## config.mk

```make
export PLATFORM = sky130hd
export DESIGN_NAME = rle_stream_threshold_counter_unit_flat
export DESIGN_NICKNAME = d
export VERILOG_FILES = /design/src/design/rlestc_pkg.sv /design/src/design/rlestc_if.sv /design/src/design/rle_stream_threshold_counter_unit.sv /design/src/flat_wrapper.sv
export VERILOG_INCLUDE_DIRS = /design/src /design/src/design
export SDC_FILE = /design/constraint.sdc
export NUM_CORES = 2
export LEC_CHECK = 0
export ABC_AREA = 1
export ABC_CLOCK_PERIOD_IN_PS = 9230
export BUFFER_PORTS_ARGS = -buffer_cell sky130_fd_sc_hd__clkbuf_2
export CAP_MARGIN = 20
export CORE_MARGIN = 2
export CORE_UTILIZATION = 60
export CTS_BUF_LIST = sky130_fd_sc_hd__clkbuf_4
export DETAILED_ROUTE_END_ITERATION = 7
export MAX_ROUTING_LAYER = met4
export PLACE_DENSITY = 0.84
export SKIP_CTS_REPAIR_TIMING = 1
export SYNTH_ARGS = -nofsm -noshare
export SYNTH_HDL_FRONTEND = slang
export SYNTH_SLANG_ARGS = --single-unit
```

## constraint.sdc

```tcl
create_clock -name clk -period 9.23 [get_ports clk]
set_clock_uncertainty 0.1 [all_clocks]
set_input_delay 1.846 -clock clk [delete_from_list [all_inputs] [get_ports clk]]
set_output_delay 1.846 -clock clk [all_outputs]
set_load 0.02 [all_outputs]
```

## src/design/assert_macros.svh

```systemverilog
// Assertion macros used by the top-level RTL file.
// No dependencies.
`ifndef ASSERT_MACROS_SVH
`define ASSERT_MACROS_SVH
// Property that must hold on every clock edge outside reset.
`define ASSERT_CLK(label, clk, rst, prop, msg) \
  label: assert property (@(posedge clk) disable iff (rst) (prop)) else $error(msg);
// Property checked during reset too.
`define ASSERT_ALWAYS(label, clk, prop, msg) \
  label: assert property (@(posedge clk) (prop)) else $error(msg);
`endif

```

## src/design/rlestc_pkg.sv

```systemverilog
// Package for the run-length stream threshold counter.
// Holds widths, register indexes, parse phases and the double compare.
package rlestc_pkg;
  localparam int MaxUniqueDefault = 16;
  localparam int CfgAddrW = 4;
  localparam logic [0:0] RegThreshold = 1'b0;
  localparam logic [0:0] RegMode      = 1'b1;
  localparam logic [2:0] CmpGt = 3'd0;
  localparam logic [2:0] CmpGe = 3'd1;
  localparam logic [2:0] CmpLt = 3'd2;
  localparam logic [2:0] CmpLe = 3'd3;
  localparam logic [2:0] CmpEq = 3'd4;

  typedef enum logic [5:0] {
    PH_COUNT  = 6'b000001,
    PH_TABLE  = 6'b000010,
    PH_RUNS   = 6'b000100,
    PH_INDEX  = 6'b001000,
    PH_LENGTH = 6'b010000,
    PH_DONE   = 6'b100000
  } phase_t;

  typedef struct packed {
    logic lt;
    logic eq;
    logic gt;
    logic unord;
  } fcmp_t;

  // IEEE double compare of raw patterns: NaN unordered, -0 equals +0.
  function automatic fcmp_t fcmp(input logic [63:0] a, input logic [63:0] b);
    fcmp_t r;
    logic a_nan, b_nan, both_zero, mag_lt, mag_eq;
    a_nan = (a[62:52] == 11'h7ff) && (a[51:0] != '0);
    b_nan = (b[62:52] == 11'h7ff) && (b[51:0] != '0);
    both_zero = (a[62:0] == '0) && (b[62:0] == '0);
    mag_lt = a[62:0] < b[62:0];
    mag_eq = a[62:0] == b[62:0];
    r = '0;
    if (a_nan || b_nan) begin
      r.unord = 1'b1;
    end else if (both_zero || (a == b)) begin
      r.eq = 1'b1;
    end else if (a[63] != b[63]) begin
      r.lt = a[63];
      r.gt = b[63];
    end else if (a[63] == 1'b0) begin
      r.lt = mag_lt;
      r.gt = !mag_lt && !mag_eq;
    end else begin
      r.gt = mag_lt;
      r.lt = !mag_lt && !mag_eq;
    end
    return r;
  endfunction

  function automatic logic cmp_hit(input fcmp_t c, input logic [2:0] mode);
    logic h;
    case (mode)
      CmpGt: h = c.gt;
      CmpGe: h = c.gt || c.eq;
      CmpLt: h = c.lt;
      CmpLe: h = c.lt || c.eq;
      CmpEq: h = c.eq;
      default: h = 1'b0;
    endcase
    return h;
  endfunction
endpackage

```

## src/design/rlestc_if.sv

```systemverilog
// Stream channel interfaces for the run-length stream threshold counter.
// Depends on nothing; payload fields of input and result words.
interface rlestc_in_if;
  logic       valid;
  logic       ready;
  logic [7:0] data_byte;
  logic       last_byte;
  modport source (output valid, data_byte, last_byte, input ready);
  modport sink (input valid, data_byte, last_byte, output ready);
endinterface

interface rlestc_out_if;
  logic        valid;
  logic        ready;
  logic        status;
  logic [63:0] match_count;
  modport source (output valid, status, match_count, input ready);
  modport sink (input valid, status, match_count, output ready);
endinterface

```

## src/design/rle_stream_threshold_counter_unit.sv

```systemverilog
// Top level of the run-length stream threshold counter.
// Depends on rlestc_pkg, rlestc_if.sv and assert_macros.svh.
//
// The block takes one encoded stream byte per word, one word a cycle, and
// returns one result word per stream: the summed length of the runs whose
// table value passes the configured IEEE compare against the threshold, or
// a format error. Table bytes are written into a 64-bit wide value memory
// with a registered read; each index varint issues a read, and the compare
// and add happen when the run length varint completes. At least one length
// byte follows an index, so the read data is always ready in time and the
// sustained rate is one byte per cycle. The result word appears in the output
// register, written when the byte that completes it is taken. The only stall is a
// result word held in the output register and not yet taken: input waits
// until that word is taken.
module rle_stream_threshold_counter_unit #(
  parameter int MAX_UNIQUE = rlestc_pkg::MaxUniqueDefault
) (
  input  logic clk,
  input  logic rst,
  input  logic psel,
  input  logic penable,
  input  logic pwrite,
  input  logic [rlestc_pkg::CfgAddrW-1:0] paddr,
  input  logic [63:0] pwdata,
  output logic [63:0] prdata,
  output logic pready,
  rlestc_in_if.sink   in_ch,
  rlestc_out_if.source out_ch
);
  import rlestc_pkg::*;
  `include "assert_macros.svh"

  localparam int IdxW = (MAX_UNIQUE > 1) ? $clog2(MAX_UNIQUE) : 1;
  localparam int PosW = IdxW + 3;

  logic [63:0] threshold_bits;
  logic [2:0]  compare_mode;
  phase_t      phase, phase_next;
  logic [7:0]  distinct_count;
  logic [PosW-1:0] byte_position;
  logic [31:0] runs_left;
  logic [31:0] varint_value;
  logic [2:0]  varint_bytes;
  logic [IdxW-1:0] current_index;
  logic [63:0] running_count;
  logic [63:0] table_mem [MAX_UNIQUE];
  logic [63:0] rd_data;
  logic [63:0] wr_word;
  logic [63:0] assembly;

  logic accept, cfg_wr;
  logic emit;
  logic emit_status;
  logic [63:0] emit_count;
  logic [31:0] vnew;
  logic [4:0]  vshift;

  assign pready = 1'b1;
  assign cfg_wr = psel && penable && pwrite;
  always_comb begin
    prdata = '0;
    case (paddr[3])
      RegThreshold: prdata = threshold_bits;
      RegMode:      prdata = {61'd0, compare_mode};
      default:      prdata = '0;
    endcase
  end

  always_ff @(posedge clk) begin
    if (rst) begin
      threshold_bits <= '0;
      compare_mode <= CmpGt;
    end else if (cfg_wr && paddr[2:0] == 3'd0) begin
      case (paddr[3])
        RegThreshold: threshold_bits <= pwdata;
        RegMode:      compare_mode <= pwdata[2:0];
        default:      ;
      endcase
    end
  end

  // The output register parts the two sides: a held result only blocks input.
  assign in_ch.ready = !out_ch.valid || out_ch.ready;
  assign accept = in_ch.valid && in_ch.ready;

  assign vshift = 5'(7 * varint_bytes);
  assign vnew = varint_value | (32'({in_ch.data_byte[6:0]}) << vshift);
  // Bytes of a table entry gather in a register; the memory is written
  // once per entry when its eighth byte arrives.
  assign wr_word = {in_ch.data_byte, assembly[63:8]};

  always_ff @(posedge clk) begin
    if (accept && phase == PH_TABLE && byte_position[2:0] == 3'd7) begin
      table_mem[byte_position[PosW-1:3]] <= wr_word;
    end
    if (accept && phase == PH_INDEX && !in_ch.data_byte[7]) begin
      rd_data <= table_mem[vnew[IdxW-1:0]];
    end
  end

  always_comb begin
    phase_next = phase;
    emit = 1'b0;
    emit_status = 1'b0;
    emit_count = '0;
    case (phase)
      PH_COUNT: begin
        if (in_ch.data_byte == 8'd0 || 32'(in_ch.data_byte) > 32'(MAX_UNIQUE)) begin
          emit = 1'b1;
          emit_status = 1'b1;
          phase_next = PH_DONE;
        end else begin
          phase_next = PH_TABLE;
        end
      end
      PH_TABLE: begin
        if (byte_position == PosW'({distinct_count, 3'd0} - 11'd1))
          phase_next = PH_RUNS;
      end
      PH_RUNS: begin
        if (byte_position[1:0] == 2'd3) begin
          if ({in_ch.data_byte, runs_left[31:8]} == 32'd0) begin
            emit = 1'b1;
            phase_next = PH_DONE;
          end else begin
            phase_next = PH_INDEX;
          end
        end
      end
      PH_INDEX, PH_LENGTH: begin
        if (in_ch.data_byte[7]) begin
          if (varint_bytes >= 3'd4) begin
            emit = 1'b1;
            emit_status = 1'b1;
            phase_next = PH_DONE;
          end
        end else if (phase == PH_INDEX) begin
          if (vnew >= 32'(distinct_count)) begin
            emit = 1'b1;
            emit_status = 1'b1;
            phase_next = PH_DONE;
          end else begin
            phase_next = PH_LENGTH;
          end
        end else if (runs_left == 32'd1) begin
          emit = 1'b1;
          emit_count = running_count +
            (cmp_hit(fcmp(rd_data, threshold_bits), compare_mode) ? 64'(vnew) : 64'd0);
          phase_next = PH_DONE;
        end else begin
          phase_next = PH_INDEX;
        end
      end
      PH_DONE: ;
      default: phase_next = PH_COUNT;
    endcase
    if (in_ch.last_byte) begin
      if (!emit && phase != PH_DONE) begin
        emit = 1'b1;
        emit_status = 1'b1;
        emit_count = '0;
      end
      phase_next = PH_COUNT;
    end
    if (emit_status) emit_count = '0;
  end

  always_ff @(posedge clk) begin
    if (rst) begin
      phase <= PH_COUNT;
      distinct_count <= '0;
      byte_position <= '0;
      runs_left <= '0;
      varint_value <= '0;
      varint_bytes <= '0;
      current_index <= '0;
      running_count <= '0;
      out_ch.valid <= 1'b0;
    end else begin
      if (out_ch.ready) out_ch.valid <= 1'b0;
      if (accept) begin
        phase <= phase_next;
        if (emit) begin
          out_ch.valid <= 1'b1;
          out_ch.status <= emit_status;
          out_ch.match_count <= emit_count;
        end
        case (phase)
          PH_COUNT: begin
            distinct_count <= in_ch.data_byte;
            byte_position <= '0;
          end
          PH_TABLE: begin
            assembly <= wr_word;
            byte_position <= byte_position + 1'b1;
            if (phase_next == PH_RUNS) begin
              byte_position <= '0;
              runs_left <= '0;
            end
          end
          PH_RUNS: begin
            runs_left <= {in_ch.data_byte, runs_left[31:8]};
            byte_position <= byte_position + 1'b1;
            varint_value <= '0;
            varint_bytes <= '0;
          end
          PH_INDEX, PH_LENGTH: begin
            if (in_ch.data_byte[7]) begin
              varint_value <= vnew;
              varint_bytes <= varint_bytes + 1'b1;
            end else begin
              varint_value <= '0;
              varint_bytes <= '0;
              if (phase == PH_INDEX) begin
                current_index <= vnew[IdxW-1:0];
              end else begin
                runs_left <= runs_left - 1'b1;
                if (!cmp_hit(fcmp(rd_data, threshold_bits), compare_mode))
                  running_count <= running_count;
                else
                  running_count <= running_count + 64'(vnew);
              end
            end
          end
          default: ;
        endcase
        if (in_ch.last_byte) begin
          distinct_count <= '0;
          byte_position <= '0;
          runs_left <= '0;
          varint_value <= '0;
          varint_bytes <= '0;
          current_index <= '0;
          running_count <= '0;
        end
      end
    end
  end

  `ASSERT_CLK(a_no_drop, clk, rst, (out_ch.valid && !out_ch.ready) |=> out_ch.valid,
    "result word dropped while stalled")
  `ASSERT_CLK(a_err_zero, clk, rst,
    (out_ch.valid && out_ch.status) |-> (out_ch.match_count == 64'd0),
    "error result carries a nonzero count")
  `ASSERT_CLK(a_last_restart, clk, rst, (accept && in_ch.last_byte) |=> (phase == PH_COUNT),
    "parser did not restart after the final byte")
  `ASSERT_CLK(a_idx_range, clk, rst,
    (phase == PH_LENGTH) |-> (32'(current_index) < 32'(distinct_count)),
    "current index outside the table")
endmodule
```

## src/flat_wrapper.sv

```systemverilog
// flat-port wrapper written by rule: the top's interface ports become plain ports
module rle_stream_threshold_counter_unit_flat import rlestc_pkg::*;
#(
  parameter int MAX_UNIQUE = rlestc_pkg::MaxUniqueDefault
)
  (clk, rst, psel, penable, pwrite, paddr, pwdata, prdata, pready, in_ch_valid, in_ch_data_byte, in_ch_last_byte, in_ch_ready, out_ch_valid, out_ch_status, out_ch_match_count, out_ch_ready);
  rlestc_in_if in_ch_i ();
  rlestc_out_if out_ch_i ();
  input  logic clk;
  input  logic rst;
  input  logic psel;
  input  logic penable;
  input  logic pwrite;
  input  logic [rlestc_pkg::CfgAddrW-1:0] paddr;
  input  logic [63:0] pwdata;
  output logic [63:0] prdata;
  output logic pready;
  input wire logic [$bits(in_ch_i.valid)-1:0] in_ch_valid;
  input wire logic [$bits(in_ch_i.data_byte)-1:0] in_ch_data_byte;
  input wire logic [$bits(in_ch_i.last_byte)-1:0] in_ch_last_byte;
  output wire logic [$bits(in_ch_i.ready)-1:0] in_ch_ready;
  output wire logic [$bits(out_ch_i.valid)-1:0] out_ch_valid;
  output wire logic [$bits(out_ch_i.status)-1:0] out_ch_status;
  output wire logic [$bits(out_ch_i.match_count)-1:0] out_ch_match_count;
  input wire logic [$bits(out_ch_i.ready)-1:0] out_ch_ready;
  assign in_ch_i.valid = in_ch_valid;
  assign in_ch_i.data_byte = in_ch_data_byte;
  assign in_ch_i.last_byte = in_ch_last_byte;
  assign in_ch_ready = in_ch_i.ready;
  assign out_ch_valid = out_ch_i.valid;
  assign out_ch_status = out_ch_i.status;
  assign out_ch_match_count = out_ch_i.match_count;
  assign out_ch_i.ready = out_ch_ready;
  rle_stream_threshold_counter_unit #(.MAX_UNIQUE(MAX_UNIQUE)) u_core (.clk(clk), .rst(rst), .psel(psel), .penable(penable), .pwrite(pwrite), .paddr(paddr), .pwdata(pwdata), .prdata(prdata), .pready(pready), .in_ch(in_ch_i), .out_ch(out_ch_i));
endmodule
```

# Word-level counts from Yosys, hierarchy flattened
# Memory sizes are Yosys's and may differ from the RTL's. A register that Yosys moved wholly into a read port is not among the register bits.
# Index checks and enable logic that the tools add are counted.
[totals]
ff_bits = 349
ram_bits = 1024
in_bits = 84
output_inout_bits = 132
elab_cells = 194
n_memories = 1
[op_classes]
addsub = 6
n_mul = 1
n_lt_le_gt_ge = 4
n_eq_ne = 26
n_shift = 1
n_mux = 89
bitwise_logic = 3
n_reduce_logical = 50
[memory_table]
columns = ["memory", "words", "word_bits", "read_ports", "rd_clocked_by_memory_dff", "write_ports", "line_no", "source"]
rows = [
  ["u_core.table_mem", 16, 64, 1, 1, 1, "rle_stream_threshold_counter_unit.sv:46", "logic [63:0] table_mem [MAX_UNIQUE];"],
]
[op_table]
columns = ["cell", "n"]
rows = [
  ["two-way mux 64 bit", 11],
  ["two-way mux 32 bit", 7],
  ["one-hot mux 64 bit (2 select lines)", 1],
  ["logical NOT 63 bit", 2],
  ["nonzero test 52 bit", 2],
  ["one-hot mux 32 bit (3 select lines)", 1],
  ["adder 64 x 32 -> 64 bit", 1],
  ["adder 64 bit", 1],
  ["equality test 64 bit", 1],
  ["one-hot mux 32 bit (2 select lines)", 1],
  ["equality test 63 bit", 1],
  ["less-than comparator 63 bit", 1],
  ["two-way mux 6 bit", 10],
  ["two-way mux 3 bit", 12],
  ["two-way mux 1 bit", 35],
  ["equality test 32 x 1 -> 1 bit (second input constant)", 1],
  ["greater-or-equal comparator 32 x 8 -> 1 bit", 1],
  ["logical NOT 32 bit", 1],
  ["OR 32 bit", 1],
  ["<< shifter 7 x 5 -> 32 bit", 1],
  ["subtractor 32 x 1 -> 32 bit (second input constant)", 1],
  ["one-hot mux 6 bit (5 select lines)", 1],
  ["equality test 11 bit (second input constant)", 2],
  ["one-hot mux 7 bit (3 select lines)", 1],
  ["other kinds (41)", 83],
]

# Logic depth before layout (Yosys ltp)
[logic_depth]
ltp_word = 25
depth_mapped = 38
mapped_depth_nobuf = 37

# Worst setup path before layout
# No wires, ideal clock.
[synth_path]
path_kind = "in2reg"
from = "input out_ch_ready"
to = "register u_core.rd_data[0], read port of u_core.table_mem (enable)"
setup_time_ns = 0.565
arrival_time_ns = 6.717
required_time_ns = 8.565
slack_ns = 1.847
path_stages = 4
path_buffers = 0
path_cell_list = "inv_1 > nand2_1 > nand2_1 > nor3_1"
[synth_between]
elab_chain_len = 4
[synth_lines]
columns = ["element", "line_no", "source"]
rows = [
  ["from (decl)", "flat_wrapper.sv:25", "input wire logic [$bits(out_ch_i.ready)-1:0] out_ch_ready;"],
  ["logical OR 1 bit", "rle_stream_threshold_counter_unit.sv:83", "assign in_ch.ready = !out_ch.valid || out_ch.ready;"],
  ["named net in_ch_ready", "flat_wrapper.sv:21", "output wire logic [$bits(in_ch_i.ready)-1:0] in_ch_ready;"],
  ["logical AND 1 bit", "rle_stream_threshold_counter_unit.sv:84", "assign accept = in_ch.valid && in_ch.ready;"],
  ["logical AND 1 bit (2 in series)", "rle_stream_threshold_counter_unit.sv:96", "if (accept && phase == PH_INDEX && !in_ch.data_byte[7]) begin"],
  ["to (decl)", "rle_stream_threshold_counter_unit.sv:47", "logic [63:0] rd_data;"],
]
# The timed path passes the listed nets, and every way through them passes these cells.
# A chain may end at the register's enable or synchronous reset.

# Worst setup path in the final report
[layout_path]
from = "register u_core.varint_bytes[0]"
to = "register u_core.out_ch.match_count[53] (data pin)"
[layout_between]
elab_chain_len = 12
elab_cells_between_ends = 25
classes_between = "add/sub: 1; mul: 1; order compare: 2; shift: 1; mux: 17; bitwise: 1; reduce/logical: 2"
[layout_lines]
columns = ["element", "line_no", "source"]
rows = [
  ["from (decl)", "rle_stream_threshold_counter_unit.sv:43", "logic [2:0] varint_bytes;"],
  ["from (signal assigned)", "rle_stream_threshold_counter_unit.sv:210", "varint_bytes <= varint_bytes + 1'b1;"],
  ["parallel branches: the longest is 12 deep, another holds adder 64 bit", "-", ""],
  ["to (signal assigned)", "rle_stream_threshold_counter_unit.sv:186", "out_ch.match_count <= emit_count;"],
  ["to (decl)", "rlestc_if.sv:17", "modport source (output valid, status, match_count, input ready);"],
]
# Parallel ways; which one is timed is not known.

==> key figures <==
Worst setup path
  • WP data required: between 10 and 15 ns
  • Worst stage delay on the critical path: 0.72 ns
  • Critical path's slowest cell: xnor2_2
  • WS Path Type: reg2reg
  • Crit path capture type: flip-flop
  • Setup crit start kind: flip-flop
  • Reg2reg start: u_core.varint_bytes[0]
  • R2R cell count: 25
  • Cell mode on critical path: nand2_1
  • Crit path DAT: roughly 8.0 ns
  • Crit. path cell count: 25
  • Crit path max fanout: 67
  • CP top delay family: compound AO/OA/AOI/OAI gates
  • Crit. Startpoint: u_core.varint_bytes[0]
  • WP buf/inv: 5

Route
  • Pre-antenna DRT Iters: 6
  • Residual DRC: 0
  • Antenna-violating nets left: 0
  • Via count: 51900
  • Drt via density: about 6.3
  • Metal3 WL: 25600 um
  • WL met2: between 80000 and 90000 um
  • DRT Wirelength: around 190000 um
  • Top sig layer: met4
  • Wl on met1: about 74000 um
  • DR iter-0 viols: 7451
  • Routed length per instance: roughly 23 um

Logic synthesis
  • Mean Syn Cell Area: 10.3 sq um
  • Synth Cell Area: between 60000 and 70000 sq um
  • Synth Area in Adders: 0.0291
  • Post-synthesis cell count: between 6000 and 7000
  • Most frequent cell after synthesis: edfxtp_1
  • Synth Register Bits: between 1000 and 1500
  • Largest family of logic cells by synthesized area: simple AND/OR/NAND/NOR gates
  • Dominant synthesized flop cell: edfxtp_1
  • Cells taking the most area after synthesis: edfxtp_1 (56%), dfxtp_1 (6.8%), nor2_1 (6.5%)
  • Post-synth top area cell: edfxtp_1
  • Post-synthesis sequential area ratio: 0.629
  • Post-synthesis async set-or-reset flop share: 0
  • Netlist cell types: 54
  • Compound-Gate Fraction of Synth Area: 0.138
  • Post-synth top cells: edfxtp_1 (1209), nor2_1 (1124), o21ai_0 (728)
  • Yosys warns: 0
  • Mux share of post-synthesis cell area: 0
  • Syn_nets: approximately 6500
  • Post-Synth Simple-Gate Area: 0.148
  • Post-synthesis xor/xnor area fraction: 0.0116
  • EDFF count, synth: roughly 1200
  • Post-synth top area share: 0.561

STA
  • RSZ-0062 raised after global routing: false
  • Max-slew headroom: 0.191
  • Endpoints failing hold: 0
  • Min cycle time layout: 7.16 ns
  • Final period util: 0.776
  • # setup viols final: 0
  • Final Max Slew Viols: 0
  • TNS Setup: 0 ns
  • Hold Slack: approximately 0.37 ns
  • Slew of the pin with the lowest slew margin: 1.21 ns
  • Fmax: around 140 MHz

Run status
  • Status: completed

Place
  • Cells after DPL: about 7600
  • Final GP Congestion: 1.01
  • Port-buffer cells: between 200 and 250
  • Post-detail-place hpwl: between 100000 and 150000 um
  • Dpl cell area: about 67000 sq um

Global route
  • Antenna violations before repair: 6
  • Vias in the first global route: 49300
  • Pin count of the biggest net entering global routing: about 270
  • Total GRT Usage: 0.352
  • First-pass GRT wire length: between 200000 and 300000 um
  • Global route overflow: 0

Min path
  • Hold Crit Depth: 2
  • Hold Startpoint: u_core.varint_value[22]
  • Worst hold path type: reg2reg

Run
  • Max cap viols: 0

Layout
  • Post-route cell area: about 70000 sq um
  • Fraction of layout cells with a size suffix above 1: 0.133
  • Non-filler instance count after layout: just over 8000
  • Final-stage net count: 6806
  • Final core utilization: 0.669
  • Area delta synth->final: 10.7%

Power
  • Cell leakage power: between 20 and 30 nW
  • P_sw: around 0.0034 W
  • Pwr/cell area: between 150 and 200 nW/um^2
  • VDD IR-drop max: roughly 130 uV
  • Cell-internal power: just over 0.01 W
  • Register share of total power: 0.520
  • Clock power frac: 0.404
  • Sw frac: 0.250
  • Combinational share of power: 0.075

Die
  • Initial Util: 0.604
  • Die Y: between 300 and 400 um
  • IO Count: 216
  • Core area: 107000 sq um
  • DIE AREA: 110000 sq um
  • Horiz. Die Dim: roughly 330 um
  • Site row count: between 100 and 150

Clock network
  • Max clock buf depth: 4
  • Clk_lat worst skew: ~1.3 ns
  • CTS Sinks: 1429
  • H-tree depth: 5
  • Clk slew on worst S/H paths: about 0.070 ns
  • CTS tree: built
  • CTS buffer count: approximately 370
  • CTS Root Cell: clkbuf_4
## kinds of logic (layout without fill, tap and decap cells)
| family | after synthesis | count (layout) |
|---|---|---|
| AND/OR/NAND/NOR | 2316 | 2316 |
| adder cells (fa/ha/maj) | 148 | 148 |
| XOR/XNOR | 85 | 85 |
| buffers and inverters | 732 | 1338 |
| flip-flops | 1429 | 1429 |
| AO/OA/AOI/OAI | 1542 | 1542 |
| other | 1 | 6 |
## through the flow
step	worst slack [ns]	total power, W
3_5_place_dp	2.17	0.00811
2_1_floorplan	1.85	0.00777
6_report	2.07	0.0134
4_1_cts	2.18	0.0134
3_3_place_gp	2.20	0.00808
5_1_grt	1.59	0.0139
## registers in the layout (all words and copies together) (netlist names)
name                       flops
u_core.assembly               56
u_core.byte_position           7
u_core.compare_mode            3
u_core.distinct_count          8
u_core.out_ch.match_count     64
u_core.out_ch.status           1
u_core.out_ch.valid            1
u_core.phase                   6
u_core.rd_data                64
u_core.running_count          64
u_core.runs_left              32
u_core.table_mem            1024
u_core.threshold_bits         64
u_core.varint_bytes            3
u_core.varint_value           32
## layout make-up
type	instances	area [sq um]
clock buffer	543	4080
fill	7874	35400
antenna	5	12.5
sequential	1429	40700
tap	1403	1760
timing repair buffer	276	1610
clock inverter	111	591
inverter	408	1550
multi-input combinational	4092	21300
## placed cells by master, fill, tap and decap left out, types with 17 or more instances in the layout
cell type  instances
a211oi_1          17
a21oi_1          318
a31oi_1           21
buf_4             57
clkbuf_2         214
clkbuf_4         543
clkinv_1          92
dfxtp_1          220
edfxtp_1        1209
ha_1             144
inv_1            395
nand2_1          725
nand3_1          237
nand4_1           95
nor2_1          1106
nor2_4            18
nor3_1            49
nor4_1            24
o211ai_1         133
o21ai_0          727
o221ai_1         129
o22ai_1          143
xnor2_1           27
xor2_1            57
## worst reg2reg max path, cell delays in order (launching register included)
cell	delay, ns
dfxtp_1	0.60
fa_1	0.48
ha_1	0.22
fa_1	0.41
xnor2_2	0.73
inv_2	0.31
o21ai_4	0.21
buf_4	0.62
inv_6	0.40
nor2_1	0.30
ha_1	0.19
a21oi_1	0.06
nand2_1	0.18
a21oi_1	0.13
o21ai_0	0.32
a21oi_1	0.25
o21ai_0	0.61
nand2_1	0.11
nand2_1	0.18
nand2_1	0.09
inv_1	0.11
nand2_1	0.07
inv_1	0.07
nand2_1	0.05
nor2_1	0.10
nor2_1	0.06
## power by group through the flow
stage	Combinational (W)	Clock (W)	Sequential [W]
6_report	0.00101	0.00544	0.00700
5_1_grt	0.00109	0.00582	0.00700
4_1_cts	0.000982	0.00547	0.00700
3_5_place_dp	0.000971	0	0.00714
3_3_place_gp	0.000943	0	0.00714
2_1_floorplan	0.000625	0	0.00714
## worst paths after layout
kind,slack [ns],end
max,2.07,u_core.out_ch.match_count[53]
min,0.37,u_core.varint_value[22]
max reg2reg,2.07,u_core.out_ch.match_count[53]
min reg2reg,0.37,u_core.varint_value[22]
## routing by layer
| layer | GRT usage | vias to the layer above |
|---|---|---|
| li1 | - | 23200 |
| met1 | 0.484 | 24500 |
| met2 | 0.518 | 3750 |
| met3 | 0.0817 | 437 |
| met4 | 0.119 | 0 |
| met5 | - | - |
Power figures use the tool's default switching activity.
